## src/qdi_pkg.sv

```systemverilog
package qdi_pkg;

	// pulse counter width
	localparam int COUNT_WIDTH = 32;
	// width of the counter and revolution ports
	localparam int PORT_W      = 32;
	localparam int INTERVAL_W  = 31;
	localparam int PPR_W       = 16;
	// bits of the divider iteration counter
	localparam int CNT_W       = $clog2(COUNT_WIDTH);

	localparam logic [INTERVAL_W-1:0] INTERVAL_SAT = {INTERVAL_W{1'b1}};

	// configuration register indexes
	localparam logic REG_ENCODING_MODE  = 1'b0;
	localparam logic REG_PULSES_PER_REV = 1'b1;

	// encoding modes
	localparam logic MODE_X2 = 1'b0;
	localparam logic MODE_X4 = 1'b1;

	// input actions
	localparam logic ACT_TICK  = 1'b0;
	localparam logic ACT_CLEAR = 1'b1;

	// channel level pairs, a in bit 1, b in bit 0
	localparam logic [1:0] LVL_BOTH_LOW  = 2'b00;
	localparam logic [1:0] LVL_BOTH_HIGH = 2'b11;
	localparam logic [1:0] LVL_DIFF_B    = 2'b01;
	localparam logic [1:0] LVL_DIFF_A    = 2'b10;

	typedef enum logic [1:0] {
		ST_IDLE,
		ST_DIVIDE,
		ST_HOLD
	} qdi_state_t;

	typedef struct packed {
		logic busy;
		logic done;
	} div_status_t;

endpackage

```

## src/quadrature_decoder_with_interval.sv

```systemverilog
// quadrature decoder with edge interval measurement
//
// input channel: in_valid/in_ready, one transaction per microsecond tick
// (action = tick) with the sampled levels channel_a/channel_b, or a clear
// command (action = clear) that zeroes the pulse count and the interval
// output channel: out_valid/out_ready, one transaction per input transaction
// carrying pulse_count, revolutions, edge_interval_us and edge_seen
// config: cfg_write/cfg_index/cfg_data, index 0 encoding_mode (0 x2, 1 x4),
// index 1 pulses_per_rev (0 acts as 1); write only while idle
//
// the decode step and the counter update happen in the accepting cycle;
// revolutions come from a restoring divider that resolves one quotient bit
// per cycle, and in_ready is low until the division has finished, so no new
// input is taken while one is still in the divider
// a finished result sits in the output register, so the next input is taken
// while it waits; if the receiver stalls past the next division the
// quotient is held in the divider and in_ready stays low until the output
// register frees up
// reset: encoding_mode x4, pulses_per_rev 1, counter 0, interval saturated,
// decoder unprimed (the first tick only captures the levels)
module quadrature_decoder_with_interval (
	input  logic                                  clk,
	input  logic                                  arst_n,
	input  logic                                  cfg_write,
	input  logic                                  cfg_index,
	input  logic [qdi_pkg::PPR_W-1:0]             cfg_data,
	input  logic                                  in_valid,
	output logic                                  in_ready,
	input  logic                                  action,
	input  logic                                  channel_a,
	input  logic                                  channel_b,
	output logic                                  out_valid,
	input  logic                                  out_ready,
	output logic signed [qdi_pkg::PORT_W-1:0]     pulse_count,
	output logic signed [qdi_pkg::PORT_W-1:0]     revolutions,
	output logic [qdi_pkg::INTERVAL_W-1:0]        edge_interval_us,
	output logic                                  edge_seen
);
	import qdi_pkg::*;

	// configuration
	logic             mode_q;
	logic [PPR_W-1:0] ppr_q;

	// decoder state
	logic                   primed_q;
	logic [1:0]             last_q;
	logic [1:0]             prev_q;
	logic [COUNT_WIDTH-1:0] pulses_q;
	logic [INTERVAL_W-1:0]  elapsed_q;
	logic [INTERVAL_W-1:0]  interval_q;

	// staged result fields waiting for the quotient
	logic [COUNT_WIDTH-1:0] stg_pulses_q;
	logic                   stg_seen_q;

	// output register
	logic                   out_valid_q;
	logic [PORT_W-1:0]      pulse_count_q;
	logic [PORT_W-1:0]      revolutions_q;
	logic [INTERVAL_W-1:0]  interval_out_q;
	logic                   seen_out_q;

	qdi_state_t state_q;
	qdi_state_t state_nxt;

	logic in_take;
	logic div_start;
	logic load_out;
	logic out_free;

	// next-state decode
	logic [1:0]             cur;
	logic [1:0]             changed;
	logic                   edge_hit;
	logic [INTERVAL_W-1:0]  elapsed_inc;
	logic                   step_up;
	logic                   step_down;
	logic                   primed_nxt;
	logic [1:0]             last_nxt;
	logic [1:0]             prev_nxt;
	logic [COUNT_WIDTH-1:0] pulses_nxt;
	logic [INTERVAL_W-1:0]  elapsed_nxt;
	logic [INTERVAL_W-1:0]  interval_nxt;
	logic                   seen_nxt;

	logic [COUNT_WIDTH-1:0]        div_dividend;
	logic                          div_neg;
	logic [PPR_W-1:0]              div_divisor;
	div_status_t                   div_stat;
	logic signed [COUNT_WIDTH-1:0] div_quotient;

	assign cur         = {channel_a, channel_b};
	assign changed     = last_q ^ cur;
	assign edge_hit    = (mode_q == MODE_X2) ? changed[1] : (changed != LVL_BOTH_LOW);
	assign elapsed_inc = (elapsed_q == INTERVAL_SAT) ? elapsed_q : elapsed_q + 1'b1;

	// direction of one decode step
	always_comb begin
		step_up   = 1'b0;
		step_down = 1'b0;
		if (mode_q == MODE_X2) begin
			if ((prev_q == LVL_BOTH_HIGH && cur == LVL_BOTH_LOW) ||
			    (prev_q == LVL_BOTH_LOW && cur == LVL_BOTH_HIGH)) begin
				step_up = 1'b1;
			end else begin
				step_down = 1'b1;
			end
		end else begin
			// x4: only a single-bit change counts, both-bit change is ignored
			if ((prev_q ^ cur) == LVL_DIFF_B || (prev_q ^ cur) == LVL_DIFF_A) begin
				if (prev_q[0] == cur[1]) begin
					step_up = 1'b1;
				end else begin
					step_down = 1'b1;
				end
			end
		end
	end

	always_comb begin
		primed_nxt   = primed_q;
		last_nxt     = last_q;
		prev_nxt     = prev_q;
		pulses_nxt   = pulses_q;
		elapsed_nxt  = elapsed_q;
		interval_nxt = interval_q;
		seen_nxt     = 1'b0;
		priority if (action == ACT_CLEAR) begin
			// clear is not a tick: elapsed time, levels and priming stay
			pulses_nxt   = '0;
			interval_nxt = '0;
		end else if (!primed_q) begin
			primed_nxt  = 1'b1;
			last_nxt    = cur;
			prev_nxt    = cur;
			elapsed_nxt = '0;
		end else begin
			last_nxt    = cur;
			elapsed_nxt = elapsed_inc;
			if (edge_hit) begin
				prev_nxt     = cur;
				interval_nxt = elapsed_inc;
				elapsed_nxt  = '0;
				seen_nxt     = 1'b1;
				if (step_up) begin
					pulses_nxt = pulses_q + 1'b1;
				end else if (step_down) begin
					pulses_nxt = pulses_q - 1'b1;
				end
			end
		end
	end

	// divider gets the magnitude, sign applied on the way out
	assign div_neg      = pulses_nxt[COUNT_WIDTH-1];
	assign div_dividend = div_neg ? (~pulses_nxt + 1'b1) : pulses_nxt;
	assign div_divisor  = (ppr_q == '0) ? PPR_W'(1) : ppr_q;

	qdi_div u_div (
		.clk      (clk),
		.arst_n   (arst_n),
		.start    (div_start),
		.dividend (div_dividend),
		.neg      (div_neg),
		.divisor  (div_divisor),
		.status   (div_stat),
		.quotient (div_quotient)
	);

	assign out_free = ~out_valid_q | out_ready;
	assign in_take  = in_valid & in_ready;

	// sequencer next state
	always_comb begin
		state_nxt = state_q;
		unique case (state_q)
			ST_IDLE: begin
				if (in_valid) begin
					state_nxt = ST_DIVIDE;
				end
			end
			ST_DIVIDE: begin
				if (div_stat.done) begin
					state_nxt = out_free ? ST_IDLE : ST_HOLD;
				end
			end
			ST_HOLD: begin
				if (out_free) begin
					state_nxt = ST_IDLE;
				end
			end
			default: state_nxt = ST_IDLE;
		endcase
	end

	// sequencer outputs
	always_comb begin
		in_ready  = 1'b0;
		div_start = 1'b0;
		load_out  = 1'b0;
		unique case (state_q)
			ST_IDLE: begin
				in_ready  = 1'b1;
				div_start = in_valid;
			end
			ST_DIVIDE: begin
				load_out = div_stat.done & out_free;
			end
			ST_HOLD: begin
				load_out = out_free;
			end
			default: begin
				in_ready = 1'b0;
			end
		endcase
	end

	always_ff @(posedge clk or negedge arst_n) begin
		if (!arst_n) begin
			state_q     <= ST_IDLE;
			mode_q      <= MODE_X4;
			ppr_q       <= PPR_W'(1);
			primed_q    <= 1'b0;
			last_q      <= LVL_BOTH_LOW;
			prev_q      <= LVL_BOTH_LOW;
			pulses_q    <= '0;
			elapsed_q   <= '0;
			interval_q  <= INTERVAL_SAT;
			out_valid_q <= 1'b0;
		end else begin
			state_q <= state_nxt;
			if (cfg_write) begin
				unique case (cfg_index)
					REG_ENCODING_MODE:  mode_q <= cfg_data[0];
					REG_PULSES_PER_REV: ppr_q  <= cfg_data;
					default:            mode_q <= mode_q;
				endcase
			end
			if (in_take) begin
				primed_q   <= primed_nxt;
				last_q     <= last_nxt;
				prev_q     <= prev_nxt;
				pulses_q   <= pulses_nxt;
				elapsed_q  <= elapsed_nxt;
				interval_q <= interval_nxt;
			end
			if (load_out) begin
				out_valid_q <= 1'b1;
			end else if (out_ready) begin
				out_valid_q <= 1'b0;
			end
		end
	end

	// payload, no reset
	always_ff @(posedge clk) begin
		if (in_take) begin
			stg_pulses_q <= pulses_nxt;
			stg_seen_q   <= seen_nxt;
		end
		if (load_out) begin
			pulse_count_q  <= PORT_W'(stg_pulses_q);
			revolutions_q  <= PORT_W'(div_quotient);
			interval_out_q <= interval_q;
			seen_out_q     <= stg_seen_q;
		end
	end

	assign out_valid        = out_valid_q;
	assign pulse_count      = $signed(pulse_count_q);
	assign revolutions      = $signed(revolutions_q);
	assign edge_interval_us = interval_out_q;
	assign edge_seen        = seen_out_q;

	// a transaction always launches a division
	a_take_starts_div: assert property (@(posedge clk) disable iff (!arst_n)
		in_take |=> div_stat.busy)
		else $error("division not started after input transaction");

	// no new input while the divider runs
	a_no_take_while_busy: assert property (@(posedge clk) disable iff (!arst_n)
		!(in_ready && div_stat.busy))
		else $error("input ready while divider busy");

	// divider completion only seen while the sequencer waits for it
	a_done_in_divide: assert property (@(posedge clk) disable iff (!arst_n)
		div_stat.done |-> state_q == ST_DIVIDE)
		else $error("divider finished outside divide state");

	// an edge can only be reported once the decoder is primed
	a_seen_needs_primed: assert property (@(posedge clk) disable iff (!arst_n)
		(out_valid_q && seen_out_q) |-> primed_q)
		else $error("edge reported before priming");

endmodule

```

## src/qdi_div.sv

```systemverilog
module qdi_div (
	input  logic                                   clk,
	input  logic                                   arst_n,
	input  logic                                   start,
	input  logic [qdi_pkg::COUNT_WIDTH-1:0]        dividend,
	input  logic                                   neg,
	input  logic [qdi_pkg::PPR_W-1:0]              divisor,
	output qdi_pkg::div_status_t                   status,
	output logic signed [qdi_pkg::COUNT_WIDTH-1:0] quotient
);
	import qdi_pkg::*;

	logic                   busy_q;
	logic                   done_q;
	logic [CNT_W-1:0]       cnt_q;
	logic [PPR_W-1:0]       rem_q;
	logic [PPR_W-1:0]       dvs_q;
	logic [COUNT_WIDTH-1:0] quo_q;
	logic                   neg_q;

	logic [PPR_W:0] shifted;
	logic [PPR_W:0] trial;
	logic           trial_ok;

	// one restoring step per cycle
	assign shifted  = {rem_q, quo_q[COUNT_WIDTH-1]};
	assign trial    = shifted - {1'b0, dvs_q};
	assign trial_ok = ~trial[PPR_W];

	always_ff @(posedge clk or negedge arst_n) begin
		if (!arst_n) begin
			busy_q <= 1'b0;
			done_q <= 1'b0;
			cnt_q  <= '0;
		end else begin
			done_q <= 1'b0;
			if (start) begin
				busy_q <= 1'b1;
				cnt_q  <= CNT_W'(COUNT_WIDTH - 1);
			end else if (busy_q) begin
				if (cnt_q == '0) begin
					busy_q <= 1'b0;
					done_q <= 1'b1;
				end
				cnt_q <= cnt_q - 1'b1;
			end
		end
	end

	always_ff @(posedge clk) begin
		if (start) begin
			quo_q <= dividend;
			rem_q <= '0;
			dvs_q <= divisor;
			neg_q <= neg;
		end else if (busy_q) begin
			rem_q <= trial_ok ? trial[PPR_W-1:0] : shifted[PPR_W-1:0];
			quo_q <= {quo_q[COUNT_WIDTH-2:0], trial_ok};
		end
	end

	assign status.busy = busy_q;
	assign status.done = done_q;
	assign quotient    = neg_q ? -$signed(quo_q) : $signed(quo_q);

endmodule
```

## config.mk

```make
export PLATFORM = sky130hd
export DESIGN_NAME = quadrature_decoder_with_interval
export DESIGN_NICKNAME = d
export VERILOG_FILES = /design/src/qdi_pkg.sv /design/src/quadrature_decoder_with_interval.sv /design/src/qdi_div.sv
export SDC_FILE = /design/constraint.sdc
export NUM_CORES = 1
export LEC_CHECK = 0
export BUFFER_PORTS_ARGS = -buffer_cell sky130_fd_sc_hd__buf_2
export CAP_MARGIN = 20
export CORE_MARGIN = 2
export CORE_UTILIZATION = 55
export CTS_CLUSTER_SIZE = 12
export DETAILED_ROUTE_END_ITERATION = 10
export PLACE_DENSITY = 0.74
export SYNTH_ARGS = -nofsm -noshare
export SYNTH_HDL_FRONTEND = slang
export SYNTH_SLANG_ARGS = --single-unit
```

## constraint.sdc

```tcl
create_clock -name clk -period 14.1 [get_ports clk]
set_input_delay 0.705 -clock clk [delete_from_list [all_inputs] [get_ports clk]]
set_output_delay 0.705 -clock clk [all_outputs]
set_load 0.02 [all_outputs]
```

* After elaboration in Yosys (flattened, before gate mapping)
Cells that the tools add are included.
Cells by class: eq/ne operators 12, $add $sub $neg 7, bitwise logic cells 11, mux-type cells 46, reductions and logical operators 21
Operator list (count):
- $mux 32 | 9
- $mux 31 | 6
- $add 32x1->32 const B | 2
- $neg 32->32 | 1
- $not 32->32 | 1
- $sub 32x1->32 const B | 1
- $add 31x1->31 const B | 1
- $eq 31x31->1 const B | 1
- $mux 1 | 20
- $sub 17x16->17 | 1
- $logic_not 16->1 | 1
- $mux 16 | 1
- $mux 2 | 6
- $mux 5 | 2
- $reduce_bool 2->1 | 5
- $reduce_and 3->1 | 3
- $eq 2x2->1 const B | 4
- $logic_not 2->1 | 3
- $pmux 2 s3 | 1
- $reduce_and 2->1 | 3
- $logic_not 5->1 | 1
- $not 1->1 | 5
- $sub 5x1->5 const B | 1
- $eq 2x1->1 const B | 2
- other kinds (10) | 16
Storage, ports and cells: word-level logic and storage cells 120, output and inout bits 98, bits of input ports 25, bits in registers 320

* Logic depth before layout (Yosys ltp)
Gate-level depths: netlist (run 1).
depth in word-level cells 14, mapped depth 17, gate-level depth less buffers 13

* Hierarchy
From an unflattened synthesis (run 1), not the netlist that was laid out.
Unflattened totals: cell total of the unflattened synthesis 1607, area, all modules 16837.4 µm²
By module, submodules not included:
- quadrature_decoder_with_interval | times used 1, area each 12355.6 µm², cells an instance 1174
- qdi_div | times used 1, area each 4481.8 µm², cells an instance 433

* Worst setup path before layout (run 1)
No wires, ideal clock.
path type register to register, start register state_q[1], end register interval_out_q[0] (netlist: edge_interval_us[0]), enable pin, library setup time 0.552 ns, slack 8.758 ns, cell stages (with the launch flop) 6, required time 13.548 ns, data arrival time 4.790 ns, buffers on the path 0, cell sequence dfrtp_1 > inv_1 > ha_1 > a21o_1 > nand2_1 > nor2_1
Between the ends: word-level cells in the longest chain between the ends 2, elaborated cells between the ends (all ways) 3, those cells by class eq/ne (2); mux (1)
Ends and longest elaborated chain:
- start: declaration | RTL line quadrature_decoder_with_interval.sv:64 | qdi_state_t state_q;
- start signal: assignment | RTL line quadrature_decoder_with_interval.sv:232 | state_q <= state_nxt;
- $eq 2x2->1 / $eq 2x1->1 (equally long branches) | RTL line quadrature_decoder_with_interval.sv:202 | unique case (state_q)
- $pmux 1 s2 * | RTL line quadrature_decoder_with_interval.sv:202
- via load_out | RTL line quadrature_decoder_with_interval.sv:69 | logic load_out;
- end signal: assignment | RTL line quadrature_decoder_with_interval.sv:265 | interval_out_q <= interval_q;
- end: declaration | RTL line quadrature_decoder_with_interval.sv:61 | logic [INTERVAL_W-1:0] interval_out_q;
The timed path passes the listed nets; every way through them passes the cells marked *. A chain may end at the register's enable or synchronous reset.

* Worst setup path after layout (run 1)
start register prev_q[0], end register u_div.quo_q[30], data pin
Between the ends: word-level cells in the longest chain between the ends 14, elaborated cells between the ends (all ways) 27, those cells by class add/sub (1); eq/ne (4); mux (15); bitwise (2); reduce/logical (5)
Ends and longest elaborated chain:
- start: declaration | RTL line quadrature_decoder_with_interval.sv:48 | logic [1:0] prev_q;
- start signal: assignment | RTL line quadrature_decoder_with_interval.sv:243 | prev_q <= prev_nxt;
- $xor 2x2->2 (tied with other cells) | RTL line quadrature_decoder_with_interval.sv:111 | if ((prev_q ^ cur) == LVL_DIFF_B || (prev_q ^ cur) == LVL_DIFF_A) begin
- $eq 2x1->1 (tied with other cells) | RTL line quadrature_decoder_with_interval.sv:111
- $logic_or 1x1->1 (on tied branches) | RTL line quadrature_decoder_with_interval.sv:111, quadrature_decoder_with_interval.sv:103
- $mux 1 (on tied branches) | RTL line quadrature_decoder_with_interval.sv:111, quadrature_decoder_with_interval.sv:103
- $mux 1 | RTL line quadrature_decoder_with_interval.sv:102 | if (mode_q == MODE_X2) begin
- $mux 32 | RTL line quadrature_decoder_with_interval.sv:148 | end else if (step_down) begin
- $mux 32 * | RTL line quadrature_decoder_with_interval.sv:146 | if (step_up) begin
- $mux 32 * | RTL line quadrature_decoder_with_interval.sv:141 | if (edge_hit) begin
- $mux 32 * | RTL line quadrature_decoder_with_interval.sv:133 | end else if (!primed_q) begin
- $mux 32 * | RTL line quadrature_decoder_with_interval.sv:129 | priority if (action == ACT_CLEAR) begin
- via pulses_nxt[12] | RTL line quadrature_decoder_with_interval.sv:82 | logic [COUNT_WIDTH-1:0] pulses_nxt;
- $not 32->32 * | RTL line quadrature_decoder_with_interval.sv:157 | assign div_dividend = div_neg ? (~pulses_nxt + 1'b1) : pulses_nxt;
- $add 32x1->32 * | RTL line quadrature_decoder_with_interval.sv:157
- $mux 32 * | RTL line quadrature_decoder_with_interval.sv:157
- $mux 32 * | RTL line qdi_div.sv:51 | if (start) begin
- end signal: assignment | RTL line qdi_div.sv:52 | quo_q <= dividend;
- end signal: assignment | RTL line qdi_div.sv:58 | quo_q <= {quo_q[COUNT_WIDTH-2:0], trial_ok};
- end: declaration | RTL line qdi_div.sv:18 | logic [COUNT_WIDTH-1:0] quo_q;
Marked as above.

==> results.cfg, run 1 <==
[status]
status = finished, final reports clean

[placement]
place.gp.congestion = 0.9271
port-buffer-count = 122
place_area_um2 = 17290
placed_cells = 1986
dp_hpwl_um = 25580

[clocking]
clockBufferDepth = 3
cts_tree = done
clock_sinks = 319
clock_latency_ns = 0.50
numCtsBuffers = 35
cts-resized-gates = 0
cts-root-buf = clkbuf_16
htreeDepth = 2
cts.reportedPaths.clkPinSlew_ns = 0.06
hold_buffers = 0
cts_setup_buffers = 0

[yosys]
synth_ff_type = edfxtp_1
synth_cells = 1558
syn_nets = 1610
synth_edf_count = 177
synth.most_common_cell = nand2_1
synth_seq_cells = 319
synth_common_cells = nand2_1, edfxtp_1, o21ai_0, dfrtp_1, nor2_1
ys_top_cells_by_area = edfxtp_1, dfrtp_1, dfstp_2, nand2_1, o21ai_0
yosys.area.top_type_share = 0.3229
netlist_area_um2 = 16460
synth_warnings = 0
synth_top_area_cell = edfxtp_1
yosysSeqAreaShare = 0.5364
async_flop_share = 0.3950
syn_area_per_cell_um2 = 10.57
synthDistinctLibCells = 101

[cells_and_area]
stdcell_count = 2050
fin_area_um2 = 18430
drive_above_1_share = 0.1724
nNetsFinal = 1685
syn2layout_area_growth_pct = 11.95

[sta]
skew_ns = 0.01155
max_slew_margin = 0.3325
layout_min_cycle_time_ns = 5.077
setup_viol = 0
drv_slew = 0
tns_ns = 0
finalHoldViolCount = 0
tightest_slew_ns = 0.9977
period_share = 0.3601
grt_setup_unrepaired = no
fmax_ghz = 0.1970

[critical_path]
critPathLaunchType = flip-flop
crit_type = reg2reg
cp-end-kind = flip-flop
rr_worst_depth = 10
timing.reg2reg.setup_slack_ns = 9.02
worstPathRequired_ns = 14.35
crit_arrival_ns = 5.33
timing.rr.end = u_div.quo_q[30]$_DFFE_PP_
crit_fanout = 14
reg2reg_from = prev_q[0]$_DFFE_PN0P_

[grt]
grt_usage = 0.2395
grt_pass1_vias = 11390
grt_antenna_before_repair = 2
grt_max_degree = 76
grt_pass1_wl_um = 60040
overflow = 0

[route]
ant_nets = 0
drc = 0
wirelength_um = 37310
drtIter0Drc = 1006
drtPass1Iterations = 5
routedWlPerCell_um = 18.20
avgViaCountPerCell = 5.919
vias = 12130

[pwr]
p_per_area_nw_per_um2 = 190.7
ir_worst_vdd_mv = 0.09527
power.leakage_nw = 7.390

[die]
core_um2 = 29560
initial_utilization = 0.5569
die-height_um = 177
fp.dieW_um = 177
dieArea_um2 = 31330
pin_count = 123
rows = 63

[min_path]
worstHoldPathType = in2async

[flow_run]
drv_cap = 0
-- worst max path at each step --
| stage | depth (start not counted) | startpoint | to | slack [ns] |
|---|---|---|---|---|
| 2_1_floorplan | 5 | state_q[1]$_DFFE_PN0P_ | edge_interval_us[0]$_DFFE_PP_ | 8.76 |
| 5_1_grt | 10 | prev_q[0]$_DFFE_PN0P_ | u_div.quo_q[30]$_DFFE_PP_ | 8.80 |
| 6_report | 10 | prev_q[0]$_DFFE_PN0P_ | u_div.quo_q[30]$_DFFE_PP_ | 9.02 |
| 3_3_place_gp | 11 | channel_a | u_div.quo_q[30]$_DFFE_PP_ | 8.74 |
| 3_5_place_dp | 11 | channel_a | u_div.quo_q[30]$_DFFE_PP_ | 8.63 |
| 4_1_cts | 10 | prev_q[0]$_DFFE_PN0P_ | u_div.quo_q[30]$_DFFE_PP_ | 9.05 |
-- logic make-up (layout without fill, tap and decap cells) --
group	count (synthesis)	after routing	share of synthesized area
XOR/XNOR	97	97	0.05298
other	0	1	0
adder cells (fa/ha/maj)	27	27	0.02098
AO/OA/AOI/OAI	374	374	0.1493
AND/OR/NAND/NOR	532	532	0.1649
flip-flops	319	319	0.5364
multiplexers	58	58	0.03808
buffers and inverters	151	252	0.03732
-- state kept, by name (all words and copies together), names as in the netlist, 2 cells and up --
| name | count |
|---|---|
| elapsed_q | 31 |
| stg_pulses_q | 32 |
| u_div.quo_q | 32 |
| prev_q | 2 |
| u_div.dvs_q | 16 |
| edge_interval_us | 31 |
| state_q | 2 |
| interval_q | 31 |
| revolutions | 32 |
| u_div.rem_q | 16 |
| last_q | 2 |
| pulse_count | 32 |
| pulses_q | 32 |
| ppr_q | 16 |
| u_div.cnt_q | 5 |
-- worst max-delay path, stage by stage (launching register included) --
cell     delay (ns)
dfrtp_1        0.49
xnor2_2        0.23
nand3_1        0.43
nand2_1        0.50
o41ai_1        0.61
mux2_4         0.38
nor4_4         0.29
or4b_4         0.52
or4_1          0.66
o41a_1         0.44
a211o_1        0.26
-- through the flow --
| step | setup WS [ns] | power (mW) | hold WS (ns) | util |
|---|---|---|---|---|
| 6_report | 9.023 | 3.515 | 0.2436 | 0.6234 |
| 5_1_grt | 8.803 | 3.735 | 0.2952 | 0.6233 |
| 4_1_cts | 9.050 | 3.526 | 0.2638 | 0.6233 |
| 3_5_place_dp | 8.626 | 2.628 | 0.4045 | 0.5849 |
| 3_3_place_gp | 8.744 | 2.589 | 0.4032 | 0.5849 |
| 2_1_floorplan | 8.758 | 2.308 | 0.4003 | - |
-- where the power goes --
group          internal [mW]  total [mW]  switching [mW]
Clock                  0.546       0.891           0.345
Combinational          0.486        1.26           0.771
Sequential              1.19        1.37           0.179
-- routing by layer --
| metal | global-route usage | up-vias | part of all wire |
|---|---|---|---|
| met5 | 0 | - | 0.00035 |
| met2 | 0.3914 | 351 | 0.47 |
| li1 | - | 5871 | - |
| met3 | 0.03522 | 58 | 0.052 |
| met4 | 0.07955 | 2 | 0.026 |
| met1 | 0.3296 | 5851 | 0.45 |
-- cells in the final DEF (no fill, tap or decap), drive strengths merged, types with 43 or more instances in the layout --
cell / netlist / routed
o21ai: 143 / 143
inv: 50 / 50
nor3: 43 / 43
a21oi: 60 / 60
xnor2: 66 / 66
nand2: 199 / 199
buf: 28 / 139
dfrtp: 93 / 93
nor2: 84 / 84
edfxtp: 177 / 177
clkbuf: 73 / 57
-- cell type report --
cell class | count | area [um2]
Clock inverter | 6 | 85.08
Sequential cell | 319 | 8830
Multi-Input combinational cell | 1088 | 7043
Antenna cell | 1 | 2.502
Clock buffer | 57 | 1051
Fill cell | 2372 | 11130
Timing Repair Buffer | 139 | 740.7
Tap cell | 390 | 488.0
Inverter | 50 | 187.7
(Power assumes the default switching activity.)
==> inputs of run 2 (changes only) <==
==> constraint.sdc (replaced) <==
create_clock -name clk -period 4.7 [get_ports clk]
set_input_delay 0.235 -clock clk [delete_from_list [all_inputs] [get_ports clk]]
set_output_delay 0.235 -clock clk [all_outputs]
set_load 0.02 [all_outputs]
==> results.cfg, run 2 (same netlist as run 1, synthesis figures left out) <==
[clocking]
clock_latency_ns = 0.52
clockBufferDepth = 3
clock_sinks = 319
htreeDepth = 2
cts-root-buf = clkbuf_16
cts-resized-gates = 0
numCtsBuffers = 35
cts_setup_buffers = 0
cts.reportedPaths.clkPinSlew_ns = 0.06
hold_buffers = 17
cts_tree = done

[die]
initial_utilization = 0.5569
dieArea_um2 = 31330
fp.dieW_um = 177
pin_count = 123
core_um2 = 29560
rows = 63
die-height_um = 177

[route]
drtIter0Drc = 884
routedWlPerCell_um = 18.16
drc = 0
drtPass1Iterations = 5
ant_nets = 0
avgViaCountPerCell = 5.921
vias = 12390
wirelength_um = 38010

[grt]
grt_max_degree = 81
grt_usage = 0.2460
grt_antenna_before_repair = 2
grt_pass1_vias = 11990
overflow = 0
grt_pass1_wl_um = 61440

[cells_and_area]
drive_above_1_share = 0.1839
nNetsFinal = 1731
fin_area_um2 = 18840
layout_common_cells = nand2_1, edfxtp_1, o21ai_0, buf_2, dfrtp_1
final_common_cell = nand2_1
syn2layout_area_growth_pct = 14.43

[sta]
drv_slew = 0
layout_min_cycle_time_ns = 4.526
period_share = 0.9630
skew_ns = 0.01448
grt_setup_unrepaired = no
tightest_slew_ns = 1.018
finalHoldViolCount = 0
fmax_ghz = 0.2209
tns_ns = 0
max_slew_margin = 0.3209
setup_viol = 0

[critical_path]
crit_fanout = 20
crit_arrival_ns = 4.79
timing.rr.end = u_div.quo_q[30]$_DFFE_PP_
timing.reg2reg.setup_slack_ns = 0.17
crit_type = reg2reg
cp-end-kind = flip-flop
crit_end = u_div.quo_q[30]$_DFFE_PP_
critPathLaunchType = flip-flop
critPathLaunch = last_q[0]$_DFFE_PN0P_
worstPathRequired_ns = 4.97
rr_worst_depth = 10
reg2reg_from = last_q[0]$_DFFE_PN0P_

[placement]
dp_hpwl_um = 26210
place_area_um2 = 17540
port-buffer-count = 122
place.gp.congestion = 0.9312

[pwr]
p_per_area_nw_per_um2 = 564.2
ir_worst_vdd_mv = 0.3188
power.leakage_nw = 7.609

[status]
status = finished, final reports clean

[min_path]
worstHoldPathType = in2reg

[flow_run]
drv_cap = 0
run 2: metal layers:
layer	wire (um)	up-vias	GRT usage
li1	-	5964	-
met1	16510	5969	0.3260
met2	18250	387	0.4123
met3	2207	70	0.04038
met4	1031	2	0.08299
met5	13	-	0
run 2: through the flow:
step / setup slack (ns) / total power, mW / cells / utilization / hold WS [ns]
final: 0.1740 / 10.63 / 2093 / 0.6372 / 0.05313
after global routing: 0.02664 / 11.29 / 2092 / 0.6371 / 0.06756
after CTS: 0.2264 / 10.66 / 2091 / 0.6362 / 0.03947
after detailed placement: 0.2270 / 7.995 / 2014 / 0.5933 / 0.3342
after global placement: 0.3264 / 7.887 / 2014 / 0.5933 / 0.3296
after floorplan: 0.5216 / 6.925 / 1558 / - / -0.06059
run 2: worst min path at each step:
| stage | from | endpoint | slack, ns | cells after the start |
|---|---|---|---|---|
| floorplan | arst_n | elapsed_q[0]$_DFFE_PN0P_ | -0.06 | 0 |
| global placement | arst_n | ppr_q[10]$_DFFE_PN0P_ | 0.33 | 1 |
| detailed placement | arst_n | ppr_q[10]$_DFFE_PN0P_ | 0.33 | 1 |
| CTS | channel_b | last_q[0]$_DFFE_PN0P_ | 0.04 | 3 |
| global route | channel_b | last_q[0]$_DFFE_PN0P_ | 0.07 | 3 |
| finish | channel_b | last_q[0]$_DFFE_PN0P_ | 0.05 | 3 |
run 2: final cells by class:
cell class                 count  area [um2]
antenna                        1       2.502
clock buffer                  51        1031
clock inverter                 9       67.56
fill                        2358       10720
inverter                      50       187.7
multi-input combinational   1088        7043
sequential                   319        8830
tap                          390       488.0
timing repair buffer         185        1186
run 2: power breakdown:
part	switching [mW]	internal [mW]	leakage [nW]	total, mW
Combinational	2.37	1.58	3.62	3.94
Sequential	0.503	3.56	3.46	4.06
Clock	1.05	1.57	0.533	2.62
run 2: critical path, stage by stage (launching register included):
cell	delay (ns)
dfrtp_1	0.41
xnor2_2	0.25
a2bb2oi_2	0.79
nor3_1	0.14
a22oi_1	0.29
mux2_2	0.42
or2_2	0.30
or4_4	0.53
or4_1	0.47
o41a_1	0.39
a211o_1	0.27
==> inputs of run 3 (changes only) <==
--- a/config.mk
+++ b/config.mk
@@ -8,10 +8,9 @@
 export BUFFER_PORTS_ARGS = -buffer_cell sky130_fd_sc_hd__buf_2
 export CAP_MARGIN = 20
 export CORE_MARGIN = 2
-export CORE_UTILIZATION = 55
+export CORE_UTILIZATION = 30
 export CTS_CLUSTER_SIZE = 12
 export DETAILED_ROUTE_END_ITERATION = 10
-export PLACE_DENSITY = 0.74
 export SYNTH_ARGS = -nofsm -noshare
 export SYNTH_HDL_FRONTEND = slang
 export SYNTH_SLANG_ARGS = --single-unit
==> constraint.sdc (replaced) <==
create_clock -name clk -period 4.4 [get_ports clk]
set_input_delay 0.22 -clock clk [delete_from_list [all_inputs] [get_ports clk]]
set_output_delay 0.22 -clock clk [all_outputs]
set_load 0.02 [all_outputs]
==> results.cfg, run 3 (same netlist as run 1, synthesis figures left out) <==
[sta]
max_slew_margin = 0.3306
tightest_slew_ns = 1.000
setup_slack_ns = 0.1668
grt_setup_unrepaired = yes
finalHoldViolCount = 0
skew_ns = 0.02532
drv_slew = 0
tns_ns = 0
fin_hold_ws_ns = 0.09799
setup_viol = 0
period_share = 0.9621
layout_min_cycle_time_ns = 4.233
fmax_ghz = 0.2362

[pwr]
swShare = 0.3792
p_total_mw = 12.05
p_per_area_nw_per_um2 = 608.1
power.leakage_nw = 7.937
seqPwrFrac = 0.356
p_sw_mw = 4.569
pwr-share-clk = 0.244
pwr-share-comb = 0.400
ir_worst_vdd_mv = 0.2799
p_int_mw = 7.481

[critical_path]
crit_arrival_ns = 4.54
timing.reg2reg.setup_slack_ns = 0.17
worstPathRequired_ns = 4.71
cp-end-kind = flip-flop
crit_type = reg2reg
reg2reg_from = prev_q[0]$_DFFE_PN0P_
timing.rr.end = u_div.quo_q[30]$_DFFE_PP_
crit_fanout = 11
critPathLaunchType = flip-flop
rr_worst_depth = 11

[grt]
grt_usage = 0.1532
grt_max_degree = 70
busiest_layer = met2
grt_pass1_vias = 12450
met3_usage = 0.02881
grt_antenna_before_repair = 1
overflow = 0
grt_util_met2 = 0.2510
grt_pass1_wl_um = 69320
grt_util_met1 = 0.2033

[clocking]
cts-root-buf = clkbuf_16
clock_sinks = 319
cts.reportedPaths.clkPinSlew_ns = 0.06
clockBufferDepth = 3
clock_latency_ns = 0.56
numCtsBuffers = 37
htreeDepth = 2
cts_tree = done

[placement]
placed_cells = 2371
dp_slack_ns = 0.08877
dp_hpwl_um = 30900
place_area_um2 = 18330
port-buffer-count = 122
place.gp.congestion = 0.8667

[route]
avgViaCountPerCell = 5.144
vias = 12670
routedWlPerCell_um = 17.73
drc = 0
drtIter0Drc = 809
drtPass1Iterations = 6
wirelength_um = 43670
ant_nets = 0

[min_path]
hold_path.startpoint = cfg_index
hold_path_depth = 3
worstHoldPathType = in2reg
holdPathEnd = mode_q$_DFFE_PN1P_

[die]
initial_utilization = 0.3047
fp.dieW_um = 238.2
die-height_um = 238.2
core_um2 = 54030
rows = 85
dieArea_um2 = 56760
pin_count = 123

[cells_and_area]
final_common_cell = nand2_1
layout_common_cells = nand2_1, edfxtp_1, o21ai_0, buf_2, buf_4
nNetsFinal = 1790
fin_area_um2 = 19820
finish.utilization = 0.3668
n_antenna_cell = 0
stdcell_count = 2463
syn2layout_area_growth_pct = 20.38
drive_above_1_share = 0.2156

[status]
status = finished, final reports clean

[flow_run]
drv_cap = 0
## run 3: how the worst max path moves through the flow
stage | start | end | slack (ns) | cells after the start
final | prev_q[0]$_DFFE_PN0P_ | u_div.quo_q[30]$_DFFE_PP_ | 0.17 | 11
after global routing | prev_q[0]$_DFFE_PN0P_ | u_div.quo_q[30]$_DFFE_PP_ | -0.007 | 10
after CTS | pulses_q[0]$_DFFE_PN0P_ | u_div.quo_q[30]$_DFFE_PP_ | 0.07 | 14
after detailed placement | pulses_q[0]$_DFFE_PN0P_ | u_div.quo_q[30]$_DFFE_PP_ | 0.09 | 12
after global placement | pulses_q[0]$_DFFE_PN0P_ | u_div.quo_q[30]$_DFFE_PP_ | 0.07 | 14
after floorplan | pulses_q[6]$_DFFE_PN0P_ | u_div.quo_q[30]$_DFFE_PP_ | 0.22 | 12
## run 3: power by group through the flow
stage / sequential, mW / combinational [mW] / clock [mW]
2_1_floorplan: 4.10 / 3.29 / 0
3_3_place_gp: 4.31 / 4.63 / 0
3_5_place_dp: 4.33 / 4.68 / 0
4_1_cts: 4.28 / 4.71 / 3.04
5_1_grt: 4.36 / 5.34 / 3.16
6_report: 4.29 / 4.82 / 2.94
## run 3: worst max-delay path, cell delays in order, from the launching register on
cell	delay (ns)
dfrtp_1	0.49
xnor2_2	0.22
and3_1	0.25
buf_4	0.18
nor2_4	0.31
nor4_1	0.10
a311o_1	0.34
nor4_4	0.40
or4b_4	0.52
or4_4	0.51
o41a_1	0.38
a211o_1	0.28
## run 3: final cells by class
class                   count  area [um2]
clock buffers              54        1011
clock inverters            14       132.6
repair buffers            242        1633
multi-input cells        1088        7148
flip-flops and latches    319        8832
fillers                  5332       34210
well taps                 696       870.8
inverters                  50       187.7
## run 3: routing by layer
layer / vias up / part of all wire
met5: - / 0.00016
met4: 2 / 0.028
met3: 74 / 0.050
met2: 299 / 0.47
met1: 6220 / 0.45
li1: 6075 / -
## run 3: timing repair
item                                    CTS  global route
hold buffers                             21             0
setup buffers                             0             3
endpoints found under the setup margin    0            12
resized for setup                         0            17
endpoints found under the hold margin    68             0
